File: config.mk
export PLATFORM = sky130hd
export DESIGN_NAME = nfc_frame_deframer_unit
export DESIGN_NICKNAME = d
export VERILOG_FILES = /design/src/rtl/core/nfd_pkg.sv /design/src/rtl/core/nfc_frame_deframer_unit.sv /design/src/rtl/core/nfd_parser.sv /design/src/rtl/core/nfd_out_buf.sv
export SDC_FILE = /design/constraint.sdc
export NUM_CORES = 1
export LEC_CHECK = 0
export BUFFER_PORTS_ARGS = -buffer_cell sky130_fd_sc_hd__buf_2
export CAP_MARGIN = 20
export CORE_MARGIN = 2
export CORE_UTILIZATION = 50
export CTS_CLUSTER_DIAMETER = 50
export CTS_CLUSTER_SIZE = 12
export DETAILED_ROUTE_END_ITERATION = 10
export MAX_ROUTING_LAYER = met4
export PLACE_DENSITY_LB_ADDON = 0.1
export SLEW_MARGIN = 20
export SYNTH_ARGS = -nofsm -noshare
export SYNTH_HDL_FRONTEND = slang
export SYNTH_HIERARCHICAL = 1
export SYNTH_SLANG_ARGS = --single-unit
File: constraint.sdc
create_clock -name clk -period 3.7 [get_ports clk]
set_input_delay 0.185 -clock clk [delete_from_list [all_inputs] [get_ports clk]]
set_output_delay 0.185 -clock clk [all_outputs]
set_load 0.05 [all_outputs]
File: src/rtl/core/nfd_pkg.sv
// ----------------------------------------------------------------------------
// nfd_pkg
// Types and constants shared by the frame deframer modules.
// ----------------------------------------------------------------------------
package nfd_pkg;

  localparam logic [7:0] BYTE_ZERO  = 8'h00;
  localparam logic [7:0] BYTE_START = 8'hFF;
  localparam logic [7:0] BYTE_TFI   = 8'hD5;
  localparam logic [7:0] MIN_LEN    = 8'd2;

  typedef enum logic [3:0] {
    PH_IDLE,
    PH_PRE0,
    PH_PRE1,
    PH_START,
    PH_LEN,
    PH_LCS,
    PH_ACKPOST,
    PH_TFI,
    PH_CODE,
    PH_DATA,
    PH_DCS,
    PH_POST,
    PH_DONE
  } phase_t;

  typedef enum logic [1:0] {
    KIND_NORMAL,
    KIND_ACK,
    KIND_NACK
  } kind_t;

  typedef enum logic [2:0] {
    ST_OK,
    ST_ACK,
    ST_NACK,
    ST_PREAMBLE,
    ST_LENGTH,
    ST_DATA,
    ST_POST,
    ST_MISMATCH
  } status_t;

  typedef struct packed {
    logic [7:0] data;
    status_t    status;
    logic       last;
  } res_t;

endpackage

File: src/rtl/core/nfc_frame_deframer_unit.sv
// ----------------------------------------------------------------------------
// nfc_frame_deframer_unit
// Parses one controller read: preamble, length pair, ACK/NACK, direction byte,
// response code, payload, data checksum and postamble.
// ----------------------------------------------------------------------------
//
//   channel  | direction | payload
//   ---------+-----------+------------------------------------------------
//   in_      | slave     | tdata = rx_byte, tuser = read_start
//   out_     | master    | tdata = data, tuser = status, tlast = last
//   cfg_     | write     | wr_data = expected_command
//
// One input beat can be taken every cycle while in_tready is high; its result,
// if any, shows on the out_ side in the next cycle when the output register is
// free. The rate is set by the single-cycle frame state machine. A two-entry
// output buffer parts the sides: in_tready drops only when both entries hold an
// untaken result. Reset is synchronous and active low; it clears the frame
// state, the expected command and the buffer valid bits.
// ----------------------------------------------------------------------------
module nfc_frame_deframer_unit (
  input  logic       clk,
  input  logic       rst_n,
  input  logic       cfg_wr_en,
  input  logic [7:0] cfg_wr_data,  // [7:0] expected_command
  input  logic       in_tvalid,
  output logic       in_tready,
  input  logic [7:0] in_tdata,     // [7:0] rx_byte
  input  logic       in_tuser,     // [0] read_start
  output logic       out_tvalid,
  input  logic       out_tready,
  output logic [7:0] out_tdata,    // [7:0] data
  output logic [2:0] out_tuser,    // [2:0] status
  output logic       out_tlast
);

  logic          beat;
  logic          res_valid;
  logic          space;
  nfd_pkg::res_t res;
  nfd_pkg::res_t out_res;

  // Advance the parser on every accepted input beat.
  assign in_tready = space;
  assign beat      = in_tvalid & in_tready;

  nfd_parser u_parser (
    .clk         (clk),
    .rst_n       (rst_n),
    .cfg_wr_en   (cfg_wr_en),
    .cfg_wr_data (cfg_wr_data),
    .beat        (beat),
    .rx_byte     (in_tdata),
    .read_start  (in_tuser),
    .res_valid   (res_valid),
    .res         (res)
  );

  // Hold results here until the downstream side takes them.
  nfd_out_buf u_out_buf (
    .clk       (clk),
    .rst_n     (rst_n),
    .push      (beat & res_valid),
    .push_res  (res),
    .space     (space),
    .out_valid (out_tvalid),
    .out_ready (out_tready),
    .out_res   (out_res)
  );

  assign out_tdata = out_res.data;
  assign out_tuser = out_res.status;
  assign out_tlast = out_res.last;

endmodule

File: src/rtl/core/nfd_parser.sv
// ----------------------------------------------------------------------------
// nfd_parser
// Frame state machine: checks each accepted byte and forms at most one result.
// ----------------------------------------------------------------------------
module nfd_parser (
  input  logic          clk,
  input  logic          rst_n,
  input  logic          cfg_wr_en,
  input  logic [7:0]    cfg_wr_data,
  input  logic          beat,
  input  logic [7:0]    rx_byte,
  input  logic          read_start,
  output logic          res_valid,
  output nfd_pkg::res_t res
);

  nfd_pkg::phase_t phase_r, phase_nxt;
  nfd_pkg::kind_t  frame_kind_r, frame_kind_nxt;
  logic [7:0]      frame_length_r, frame_length_nxt;
  logic [7:0]      data_sum_r, data_sum_nxt;
  logic [7:0]      bytes_left_r, bytes_left_nxt;
  logic [7:0]      expected_command_r;

  logic [7:0] sum_in;
  logic [7:0] payload_cnt;
  logic [7:0] resp_code;
  logic [7:0] len_check;

  assign sum_in      = data_sum_r + rx_byte;
  assign payload_cnt = frame_length_r - nfd_pkg::MIN_LEN;
  assign resp_code   = expected_command_r + 8'd1;
  assign len_check   = frame_length_r + rx_byte;

  always_ff @(posedge clk) begin
    if (!rst_n) begin
      expected_command_r <= '0;
    end else if (cfg_wr_en) begin
      expected_command_r <= cfg_wr_data;
    end
  end

  always_ff @(posedge clk) begin
    if (!rst_n) begin
      phase_r        <= nfd_pkg::PH_IDLE;
      frame_kind_r   <= nfd_pkg::KIND_NORMAL;
      frame_length_r <= '0;
      data_sum_r     <= '0;
      bytes_left_r   <= '0;
    end else if (beat) begin
      phase_r        <= phase_nxt;
      frame_kind_r   <= frame_kind_nxt;
      frame_length_r <= frame_length_nxt;
      data_sum_r     <= data_sum_nxt;
      bytes_left_r   <= bytes_left_nxt;
    end
  end

  // Next state
  always_comb begin
    phase_nxt        = phase_r;
    frame_kind_nxt   = frame_kind_r;
    frame_length_nxt = frame_length_r;
    data_sum_nxt     = data_sum_r;
    bytes_left_nxt   = bytes_left_r;
    if (read_start) begin
      phase_nxt        = nfd_pkg::PH_PRE0;
      frame_kind_nxt   = nfd_pkg::KIND_NORMAL;
      frame_length_nxt = '0;
      data_sum_nxt     = '0;
      bytes_left_nxt   = '0;
    end else begin
      case (phase_r)
        nfd_pkg::PH_PRE0: begin
          phase_nxt = (rx_byte == nfd_pkg::BYTE_ZERO) ? nfd_pkg::PH_PRE1 : nfd_pkg::PH_DONE;
        end
        nfd_pkg::PH_PRE1: begin
          phase_nxt = (rx_byte == nfd_pkg::BYTE_ZERO) ? nfd_pkg::PH_START : nfd_pkg::PH_DONE;
        end
        nfd_pkg::PH_START: begin
          phase_nxt = (rx_byte == nfd_pkg::BYTE_START) ? nfd_pkg::PH_LEN : nfd_pkg::PH_DONE;
        end
        nfd_pkg::PH_LEN: begin
          frame_length_nxt = rx_byte;
          phase_nxt        = nfd_pkg::PH_LCS;
        end
        nfd_pkg::PH_LCS: begin
          if (frame_length_r == nfd_pkg::BYTE_ZERO && rx_byte == nfd_pkg::BYTE_START) begin
            frame_kind_nxt = nfd_pkg::KIND_ACK;
            phase_nxt      = nfd_pkg::PH_ACKPOST;
          end else if (frame_length_r == nfd_pkg::BYTE_START &&
                       rx_byte == nfd_pkg::BYTE_ZERO) begin
            frame_kind_nxt = nfd_pkg::KIND_NACK;
            phase_nxt      = nfd_pkg::PH_ACKPOST;
          end else if (len_check != '0 || frame_length_r < nfd_pkg::MIN_LEN) begin
            phase_nxt = nfd_pkg::PH_DONE;
          end else begin
            frame_kind_nxt = nfd_pkg::KIND_NORMAL;
            phase_nxt      = nfd_pkg::PH_TFI;
          end
        end
        nfd_pkg::PH_ACKPOST: begin
          phase_nxt = nfd_pkg::PH_DONE;
        end
        nfd_pkg::PH_TFI: begin
          if (rx_byte == nfd_pkg::BYTE_TFI) begin
            data_sum_nxt = rx_byte;
            phase_nxt    = nfd_pkg::PH_CODE;
          end else begin
            phase_nxt = nfd_pkg::PH_DONE;
          end
        end
        nfd_pkg::PH_CODE: begin
          if (rx_byte == resp_code) begin
            data_sum_nxt   = sum_in;
            bytes_left_nxt = payload_cnt;
            phase_nxt      = (payload_cnt == '0) ? nfd_pkg::PH_DCS : nfd_pkg::PH_DATA;
          end else begin
            phase_nxt = nfd_pkg::PH_DONE;
          end
        end
        nfd_pkg::PH_DATA: begin
          data_sum_nxt   = sum_in;
          bytes_left_nxt = bytes_left_r - 8'd1;
          if (bytes_left_r == 8'd1) begin
            phase_nxt = nfd_pkg::PH_DCS;
          end
        end
        nfd_pkg::PH_DCS: begin
          data_sum_nxt = sum_in;
          phase_nxt    = (sum_in == '0) ? nfd_pkg::PH_POST : nfd_pkg::PH_DONE;
        end
        nfd_pkg::PH_POST: begin
          phase_nxt = nfd_pkg::PH_DONE;
        end
        default: begin
          phase_nxt = phase_r;
        end
      endcase
    end
  end

  // Result forming
  always_comb begin
    res_valid  = 1'b0;
    res.data   = '0;
    res.status = nfd_pkg::ST_OK;
    res.last   = 1'b1;
    if (!read_start) begin
      case (phase_r)
        nfd_pkg::PH_PRE0, nfd_pkg::PH_PRE1: begin
          res_valid  = (rx_byte != nfd_pkg::BYTE_ZERO);
          res.status = nfd_pkg::ST_PREAMBLE;
        end
        nfd_pkg::PH_START: begin
          res_valid  = (rx_byte != nfd_pkg::BYTE_START);
          res.status = nfd_pkg::ST_PREAMBLE;
        end
        nfd_pkg::PH_LCS: begin
          res_valid  = !(frame_length_r == nfd_pkg::BYTE_ZERO &&
                         rx_byte == nfd_pkg::BYTE_START) &&
                       !(frame_length_r == nfd_pkg::BYTE_START &&
                         rx_byte == nfd_pkg::BYTE_ZERO) &&
                       (len_check != '0 || frame_length_r < nfd_pkg::MIN_LEN);
          res.status = nfd_pkg::ST_LENGTH;
        end
        nfd_pkg::PH_ACKPOST: begin
          res_valid = 1'b1;
          if (rx_byte != nfd_pkg::BYTE_ZERO) begin
            res.status = nfd_pkg::ST_POST;
          end else if (frame_kind_r == nfd_pkg::KIND_ACK) begin
            res.status = nfd_pkg::ST_ACK;
          end else begin
            res.status = nfd_pkg::ST_NACK;
          end
        end
        nfd_pkg::PH_TFI: begin
          res_valid  = (rx_byte != nfd_pkg::BYTE_TFI);
          res.status = nfd_pkg::ST_MISMATCH;
        end
        nfd_pkg::PH_CODE: begin
          res_valid  = (rx_byte != resp_code);
          res.status = nfd_pkg::ST_MISMATCH;
        end
        nfd_pkg::PH_DATA: begin
          res_valid = 1'b1;
          res.data  = rx_byte;
          res.last  = 1'b0;
        end
        nfd_pkg::PH_DCS: begin
          res_valid  = (sum_in != '0);
          res.data   = payload_cnt;
          res.status = nfd_pkg::ST_DATA;
        end
        nfd_pkg::PH_POST: begin
          res_valid  = 1'b1;
          res.data   = payload_cnt;
          res.status = (rx_byte != nfd_pkg::BYTE_ZERO) ? nfd_pkg::ST_POST : nfd_pkg::ST_OK;
        end
        default: begin
          res_valid = 1'b0;
        end
      endcase
    end
  end

endmodule

File: src/rtl/core/nfd_out_buf.sv
// ----------------------------------------------------------------------------
// nfd_out_buf
// Two-entry result buffer: output register plus skid stage.
// ----------------------------------------------------------------------------
module nfd_out_buf (
  input  logic          clk,
  input  logic          rst_n,
  input  logic          push,
  input  nfd_pkg::res_t push_res,
  output logic          space,
  output logic          out_valid,
  input  logic          out_ready,
  output nfd_pkg::res_t out_res
);

  logic          main_valid_r, main_valid_nxt;
  logic          skid_valid_r, skid_valid_nxt;
  nfd_pkg::res_t main_r, main_nxt;
  nfd_pkg::res_t skid_r, skid_nxt;

  // Pushes arrive only while the skid stage is empty.
  always_comb begin
    main_valid_nxt = main_valid_r;
    main_nxt       = main_r;
    skid_valid_nxt = skid_valid_r;
    skid_nxt       = skid_r;
    if (!main_valid_r || out_ready) begin
      main_valid_nxt = skid_valid_r | push;
      main_nxt       = skid_valid_r ? skid_r : push_res;
      skid_valid_nxt = 1'b0;
    end else if (push) begin
      skid_valid_nxt = 1'b1;
      skid_nxt       = push_res;
    end
  end

  always_ff @(posedge clk) begin
    if (!rst_n) begin
      main_valid_r <= 1'b0;
      skid_valid_r <= 1'b0;
    end else begin
      main_valid_r <= main_valid_nxt;
      skid_valid_r <= skid_valid_nxt;
    end
  end

  always_ff @(posedge clk) begin
    main_r <= main_nxt;
    skid_r <= skid_nxt;
  end

  assign space     = !skid_valid_r;
  assign out_valid = main_valid_r;
  assign out_res   = main_r;

endmodule

==> run metrics, run 1 <==
drt pass-1 iters 5; top-area cell type share of the netlist area 0.164; DRC viols 0; min-delay worst type input port to flop; endpoint type of the worst setup path flop; GPL Wtd Cong 0.971; worst endpoint required time 3.73 ns; r2r setup slk 0.29 ns; Antenna Cells 0; Placeable Area 0.00964 sq mm; FFs w/ async S/R, synth 0; Synth area leader dfxtp_1; Mapped Area 0.00488 sq mm; final wirelength 12.8 mm; GRT Total Usage 0.256; Post-Synthesis Cells 559; Area Growth Syn to Fin 7.87%; number of clock sinks 64; Min-Delay Startpoint cfg_wr_data[2]; #FFs+latches synth 64; initial core utilization 0.506; Top Ports 36; final net count 627; CTS buffer count 9; distinct cell type count after synthesis 87; vias per cell 5.95; Die X-Extent 103 microns; number of max-cap violations 0; sequential share of the synthesized area 0.312; Multi-input gate area 0.00305 sq mm; grt ovf 0; remaining antenna violation count 0; Reg2Reg Capture Point u_out_buf/skid_r[8]$_DFFE_PP_; Worst Path Arrival 3.44 ns; largest net degree at the start of global routing 44; # rows 36; CP startpoint kind flop; Placed Cells 707; final hold vios 0; syn nets 601; top_reg_cell synth dfxtp_1; Seq. cell area 0.00152 sq mm; Power Density 323 mW/mm^2; Max Root-Sink Buffers 2; leakage power 2.06 nW; first-pass GRT wire length 20.3 mm; Final HPWL DP 9.20 mm; yosys warns 6; die area 0.0106 sq mm; Post-CTS Setup Bufs 0; worst slew pin tran 0.917 ns; final critical-path required period 3.41 ns; Post-synth EDFFs 24; layout cells sized above 1 0.168; CTS clk-pin slew, worst paths 0.08 ns; Reg2Reg Launch Point u_parser/frame_length_r[0]$_SDFFE_PN0P_; average instance area after synthesis 8.73 sq um; period utilization 0.923; die height 103 microns; Max Fclk 0.293 GHz; wire per inst 17.7 microns; CTS tree built; Clock Latency Late Sink 0.35 ns; relative slew slack 0.385; setup TNS 0 ns; Synth area leaders dfxtp_1 (16%), edfxtp_1 (15%), nand2_1 (4.8%); unrepaired setup endpoints after global routing no; H-tree depth 3; Crit Path Class flop to flop; number of global-route vias before repair 3909; Endpoint, Worst Hold u_parser/expected_command_r[2]$_SDFFE_PN0P_; Clock Skew 0.0115 ns; setup violators final 0; status complete, no violations; Worst Reg-to-Reg Cells 12; Hold Path Depth 3; initial antenna violation count 0; Filler cells 935; total vias in the final route 4302; Final Non-Filler Cells 723; DR iter-0 viols 263; I/O Buffers 35; Max VDD drop 0.144 mV; CP Max Fanout 12; Root Buffer clkbuf_8; Slew Limit Fails 0
## per-stage QoR
stage	power, mW	worst slack (ns)	utilization	hold slack (ns)	instance area, sq um
floorplan	1.08	0.509	-	0.342	4880
global placement	1.16	0.259	0.528	0.443	5090
detailed placement	1.16	0.154	0.528	0.452	5090
CTS	1.71	0.155	0.545	0.0767	5260
global route	1.78	0.0884	0.546	0.0976	5260
finish	1.70	0.286	0.546	0.0871	5260
## layout by cell type, fill, tap and decap left out, types with 6 or more instances in the layout
cell / count
nand2_1: 62
dfxtp_1: 40
nor2_1: 36
buf_2: 35
a21oi_1: 29
nor2b_1: 29
o21ai_0: 27
edfxtp_1: 24
inv_1: 20
mux2i_1: 20
ha_1: 18
nor3_1: 17
xnor2_1: 17
mux2_2: 13
nor3b_1: 13
buf_4: 13
xor2_1: 11
nand3_1: 11
clkbuf_8: 9
o22ai_1: 8
nor4_1: 6
## layer usage
layer | vias up | global-route usage | part of all wire
li1 | 2106 | - | -
met1 | 2016 | 0.347 | 0.47
met2 | 154 | 0.391 | 0.45
met3 | 26 | 0.0420 | 0.062
met4 | 0 | 0.0850 | 0.021
met5 | - | - | 0
## cell type report
type / count / share of cell area
timing repair buffer: 48 / 0.0518
tap: 133 / 0.0316
sequential: 64 / 0.289
clock buffer: 9 / 0.0235
clock inverter: 7 / 0.00879
inverter: 22 / 0.0157
multi-input combinational: 440 / 0.580
## critical path, cell delays in order, from the launching register on
cell and delay [ns]:
dfxtp_1 0.32, ha_1 0.20, fa_1 0.40, nor2b_1 0.15, a2111o_1 0.39, nor4b_1 0.34, nor4b_1 0.29, nand3_1 0.14
nor2b_1 0.17, o31a_1 0.30, and3_1 0.21, inv_1 0.06, nor2_2 0.12
## worst max path at each step
stage,slack [ns],end,from
2_1_floorplan,0.51,u_out_buf/skid_r[0]$_DFFE_PP_,u_parser/frame_length_r[0]$_SDFFE_PN0P_
3_3_place_gp,0.26,u_out_buf/skid_r[0]$_DFFE_PP_,in_tdata[0]
3_5_place_dp,0.15,u_out_buf/skid_r[10]$_DFFE_PP_,in_tdata[0]
4_1_cts,0.16,u_out_buf/skid_r[6]$_DFFE_PP_,u_parser/frame_length_r[0]$_SDFFE_PN0P_
5_1_grt,0.09,u_out_buf/skid_r[8]$_DFFE_PP_,u_parser/frame_length_r[0]$_SDFFE_PN0P_
6_report,0.29,u_out_buf/skid_r[8]$_DFFE_PP_,u_parser/frame_length_r[0]$_SDFFE_PN0P_
## where the power goes
part,switching [mW],internal [mW]
sequential,0.0259,0.751
clock,0.300,0.241
combinational,0.227,0.153
total,0.553,1.14
## state kept, by name (all words and copies together) (netlist names)
register                     cells
u_parser/bytes_left_r            8
u_parser/frame_kind_r            2
u_parser/frame_length_r          8
u_out_buf/out_res               12
u_parser/expected_command_r      8
u_parser/data_sum_r              8
u_parser/phase_r                 4
u_out_buf/skid_r                12
u_out_buf/out_valid              1
u_out_buf/skid_valid_r           1
## synth_stat cells, types with 5 or more instances
| master | n |
|---|---|
| mux2_2 | 13 |
| nor2b_1 | 29 |
| a21boi_1 | 5 |
| o21ai_0 | 27 |
| o22ai_1 | 8 |
| nand3_1 | 11 |
| a21oi_1 | 29 |
| ha_1 | 18 |
| xor2_1 | 11 |
| dfxtp_1 | 40 |
| mux2i_1 | 20 |
| nand2_1 | 62 |
| nor4_1 | 6 |
| clkbuf_1 | 14 |
| nand4_1 | 5 |
| xnor2_1 | 17 |
| nand2b_1 | 5 |
| nor2_1 | 37 |
| inv_1 | 20 |
| nor3b_1 | 13 |
| nand3b_1 | 5 |
| nor3_1 | 17 |
| a211o_1 | 5 |
| buf_6 | 7 |
| edfxtp_1 | 24 |
## timing repair
action | CTS | global route
resized for setup | 0 | 1
hold buffers | 0 | 0
endpoints found under the hold margin | 0 | 0
setup endpoints to repair | 0 | 12
## kinds of logic after synthesis
group | after synthesis | share of synthesized area
buffers and inverters | 55 | 0.0644
AND/OR/NAND/NOR | 218 | 0.236
flip-flops | 64 | 0.312
adder cells (fa/ha/maj) | 20 | 0.0544
XOR/XNOR | 30 | 0.0597
AO/OA/AOI/OAI | 139 | 0.203
multiplexers | 33 | 0.0710
Note: power is estimated with default switching activity, not from simulation.
==> inputs of run 2 (changes only) <==
--- a/config.mk
+++ b/config.mk
@@ -7,8 +7,11 @@
 export LEC_CHECK = 0
 export BUFFER_PORTS_ARGS = -buffer_cell sky130_fd_sc_hd__buf_2
 export CAP_MARGIN = 20
+export CELL_PAD_IN_SITES_DETAIL_PLACEMENT = 1
+export CELL_PAD_IN_SITES_GLOBAL_PLACEMENT = 1
 export CORE_MARGIN = 2
-export CORE_UTILIZATION = 50
+export CORE_UTILIZATION = 48
+export CTS_BUF_LIST = sky130_fd_sc_hd__clkbuf_8
 export CTS_CLUSTER_DIAMETER = 50
 export CTS_CLUSTER_SIZE = 12
 export DETAILED_ROUTE_END_ITERATION = 10
==> run 2 against run 1 <==
Against the previous run: sequential cell count did not move; register-to-register slack got worse by 0.04 ns; combinational power grew 3%; count of clock-buffer cells in the layout unchanged; critical endpoint is now u_out_buf/skid_r[5]$_DFFE_PP_; largest power group unchanged; highest routed layer unchanged.
==> run metrics, run 2 (synthesis results as in run 1) <==
status complete, no violations; number of global-route vias before repair 4541; total vias in the final route 4363; final critical-path required period 3.45 ns; Top Ports 36; final wirelength 14.6 mm; GRT Total Usage 0.282; Max Fclk 0.290 GHz; leakage power 2.08 nW; Max Root-Sink Buffers 2; # rows 36; most common cell after layout, fill and taps aside nand2_1; initial antenna violation count 0; CTS buffer count 9; Root Buffer clkbuf_8; Max VDD drop 0.159 mV; max incr delay on CP 0.40 ns; min-delay worst type input port to flop; Area Growth Syn to Fin 8.90%; endpoint type of the worst setup path flop; Clock Skew 0.00775 ns; Final Core Density 0.541; final net count 626; die area 0.0110 sq mm; Final HPWL DP 10.4 mm; worst slew pin tran 1.11 ns; Power Density 354 mW/mm^2; final hold vios 0; WHS 0.0757 ns; CTS tree built; CTS clk-pin slew, worst paths 0.08 ns; CTS Hold Bufs 0; Filler cells 1205; Placed Cells 706; unrepaired setup endpoints after global routing no; remaining antenna violation count 0; grt ovf 0; DR iter-0 viols 230; GPL Wtd Cong 0.941; CP Max Fanout 12; wire per inst 20.3 microns; Worst Path Arrival 3.51 ns; die height 105 microns; Final Non-Filler Cells 722; worst endpoint required time 3.76 ns; H-tree depth 3; vias per cell 6.04; Post-Place Worst Slack 0.0947 ns; CP max-delay cell fa_1; Antenna Cells 0; CP cell instances ha_1, fa_1, nor2b_1, a2111o_1, nor4b_1, nor4b_1, nand3_1, nor2b_1, o31a_1, and3_1, inv_1, nor2_2; DRC viols 0; number of max-cap violations 0; Die X-Extent 105 microns; initial core utilization 0.497; period utilization 0.933; layout cells sized above 1 0.168; Placeable Area 0.00982 sq mm; most frequent cells in the layout nand2_1 (62), dfxtp_1 (40), nor2_1 (36); setup TNS 0 ns; Clock Latency Late Sink 0.37 ns; largest net degree at the start of global routing 44; I/O Buffers 35; setup violators final 0; number of clock sinks 64; drt pass-1 iters 4; Setup WS post-layout 0.248 ns; CP startpoint kind flop; Slew Limit Fails 0; Crit Path Class flop to flop; relative slew slack 0.255; first-pass GRT wire length 23.8 mm
[run 2: cell count changes in the layout (fill, tap and decap cells not counted), sizes merged]
cell / delta
inv: +1
buf: -1
clkinv: -1
clkinvlp: -2
bufinv: +2
[run 2: power breakdown]
part / total [mW] / internal, mW / leakage, nW / switching (mW)
clock: 0.716 / 0.387 / 0.114 / 0.328
combinational: 0.390 / 0.152 / 1.38 / 0.238
sequential: 0.776 / 0.750 / 0.588 / 0.0259
[run 2: metrics by stage]
step / cell area, sq um / power (mW)
after floorplan: 4880 / 1.08
after global placement: 5080 / 1.16
after detailed placement: 5080 / 1.17
after CTS: 5310 / 1.89
after global routing: 5310 / 1.97
final: 5310 / 1.88
[run 2: cell type report]
cell class,instances,area [sq um],area share
repair buffers,47,265,0.0499
clock inverters,7,104,0.0195
inverters,22,82.6,0.0155
flip-flops and latches,64,1520,0.286
well taps,133,166,0.0313
multi-input cells,440,3050,0.574
clock buffers,9,124,0.0233
[run 2: routing by layer]
metal,GRT usage,vias to the layer above,share of wire
li1,-,2095,-
met1,0.374,2143,0.47
met2,0.443,113,0.47
met3,0.0555,12,0.051
met4,0.0714,0,0.011
met5,-,-,0
[run 2: critical path, delay by kind of cell, from the launching register on]
family | cells | cell delay (ns)
AND/OR/NAND/NOR | 7 | 1.48
buffers and inverters | 1 | 0.08
flip-flops | 1 | 0.32
AO/OA/AOI/OAI | 2 | 0.65
adder cells (fa/ha/maj) | 2 | 0.61
[run 2: worst paths after layout]
kind	slack, ns	end	start	cells after the start
worst max register to register	0.25	u_out_buf/skid_r[5]$_DFFE_PP_	u_parser/frame_length_r[0]$_SDFFE_PN0P_	12
worst min-delay path	0.08	u_parser/expected_command_r[1]$_SDFFE_PN0P_	cfg_wr_data[1]	3
worst max-delay path	0.25	u_out_buf/skid_r[5]$_DFFE_PP_	u_parser/frame_length_r[0]$_SDFFE_PN0P_	12
worst min register to register	0.46	u_parser/data_sum_r[6]$_SDFFE_PN0P_	u_parser/data_sum_r[6]$_SDFFE_PN0P_	2
[run 2: repair_timing]
item,4_1_cts,5_1_grt
resized for setup,0,1
buffers inserted,0,0
endpoints found under the setup margin,0,12
==> inputs of run 3 (changes only) <==
--- a/config.mk
+++ b/config.mk
@@ -16,7 +16,7 @@
 export CTS_CLUSTER_SIZE = 12
 export DETAILED_ROUTE_END_ITERATION = 10
 export MAX_ROUTING_LAYER = met4
-export PLACE_DENSITY_LB_ADDON = 0.1
+export PLACE_DENSITY = 0.79
 export SLEW_MARGIN = 20
 export SYNTH_ARGS = -nofsm -noshare
 export SYNTH_HDL_FRONTEND = slang
==> run 3 against run 2 <==
Against the previous run: cell count increased by 0.28%; non-clock buffer count up 2; hold slack improved by 0.016 ns; die area is the same; wire length decreased by 0.50%; critical path depth unchanged; core utilization rose by 0.18 points; sequential power barely moved; combinational power is 2% higher; register-to-register slack got worse by 0.06 ns; cell area is 0.33% higher; largest power group unchanged; highest routed layer unchanged.
==> run metrics, run 3 (synthesis results as in run 1) <==
Max Fclk 0.285 GHz; layout cells sized above 1 0.173; largest net degree at the start of global routing 44; setup TNS 0 ns; setup violators final 0; CTS clk-pin slew, worst paths 0.08 ns; Multi-input gate area 0.00305 sq mm; CP top delay family simple AND/OR/NAND/NOR gates; DRC viols 0; met1 WL 6.72 mm; number of global-route vias before repair 4370; Worst Path Arrival 3.55 ns; die height 105 microns; Die X-Extent 105 microns; relative slew slack 0.397; worst endpoint required time 3.74 ns; GRT Total Usage 0.276; Area Growth Syn to Fin 9.26%; DR iter-0 viols 252; unrepaired setup endpoints after global routing no; CP max-delay cell fa_1; status complete, no violations; final net count 628; met2 WL post-DR 6.93 mm; # rows 36; initial antenna violation count 0; CP startpoint kind flop; placed inst area 0.00509 sq mm; WL met3 656 microns; CTS tree built; max incr delay on CP 0.40 ns; first-pass GRT wire length 23.3 mm; WHS 0.0921 ns; min-delay worst type input port to flop; total vias in the final route 4424; CTS Hold Bufs 0; Antenna Cells 0; number of max-cap violations 0; Clock Latency Late Sink 0.35 ns; leakage power 2.10 nW; endpoint type of the worst setup path flop; final critical-path required period 3.51 ns; vias per cell 6.11; Final Core Density 0.543; I/O Buffers 35; wire per inst 20.1 microns; Top Ports 36; H-tree depth 3; Filler cells 1225; Root Buffer clkbuf_8; drt pass-1 iters 4; Power Density 352 mW/mm^2; Placeable Area 0.00982 sq mm; Max VDD drop 0.154 mV; Crit Path Class flop to flop; Worst Path Buf+Inv 1; top sig layer met4; Slew Limit Fails 0; Clock Skew 0.0112 ns; Final HPWL DP 10.6 mm; worst slew pin tran 0.898 ns; most common cell after layout, fill and taps aside nand2_1; remaining antenna violation count 0; CP Max Fanout 12; Final Cell Area 0.00533 sq mm; number of clock sinks 64; period utilization 0.948; GPL Wtd Cong 0.928; CTS buffer count 9; final hold vios 0; Seq. cell area 0.00152 sq mm; final wirelength 14.6 mm; die area 0.0110 sq mm; initial core utilization 0.497; grt ovf 0; CP cell instances ha_1, fa_1, nor2b_1, a2111o_1, nor4b_1, nor4b_1, nand3_1, nor2b_1, o31a_1, and3_1, inv_1, nor2_2; Max Root-Sink Buffers 2; most frequent cells in the layout nand2_1 (62), dfxtp_1 (40), buf_2 (35), nor2_1 (35)
## run 3: cell types whose count changed in the layout (fill, tap and decap cells not counted), sizes merged
cell / change
buf: +2
## run 3: final timing paths
check / slack, ns / cells after the start / startpoint / endpoint
setup / recovery: 0.19 / 12 / u_parser/frame_length_r[0]$_SDFFE_PN0P_ / u_out_buf/skid_r[2]$_DFFE_PP_
hold / removal: 0.09 / 3 / cfg_wr_data[7] / u_parser/expected_command_r[7]$_SDFFE_PN0P_
setup reg to reg: 0.19 / 12 / u_parser/frame_length_r[0]$_SDFFE_PN0P_ / u_out_buf/skid_r[2]$_DFFE_PP_
hold reg to reg: 0.46 / 2 / u_parser/data_sum_r[5]$_SDFFE_PN0P_ / u_parser/data_sum_r[5]$_SDFFE_PN0P_
## run 3: power breakdown
part           leakage [nW]  switching [mW]  internal (mW)
clock                 0.114           0.316          0.388
sequential            0.588          0.0263          0.750
combinational          1.39           0.242          0.155
total                  2.10           0.585           1.29
## run 3: per-stage QoR
| stage | instances | power [mW] | worst slack (ns) |
|---|---|---|---|
| 2_1_floorplan | 559 | 1.08 | 0.509 |
| 3_3_place_gp | 708 | 1.16 | 0.299 |
| 3_5_place_dp | 708 | 1.18 | 0.134 |
| 4_1_cts | 724 | 1.89 | 0.148 |
| 5_1_grt | 724 | 1.96 | 0.0346 |
| 6_report | 724 | 1.88 | 0.193 |
## run 3: tightest hold or removal path: stages
cell and delay [ns]:
buf_2 0.08, mux2i_1 0.05, nor2b_1 0.09
## run 3: cell type report
cell class,instances,share of cell area
clock buffer,9,0.0232
clock inverter,7,0.0195
inverter,22,0.0155
multi-input combinational,440,0.573
sequential,64,0.285
tap,133,0.0312
timing repair buffer,49,0.0526
## run 3: timing repair
action                                  CTS  global route
buffers inserted                          0             0
endpoints found under the setup margin    0            12
gates resized for setup                   0             1
## run 3: per-layer routing
| layer | global-route usage | vias up |
|---|---|---|
| met5 | - | - |
| met4 | 0.0867 | 0 |
| met3 | 0.0312 | 22 |
| met2 | 0.435 | 121 |
| met1 | 0.373 | 2181 |
| li1 | - | 2100 |
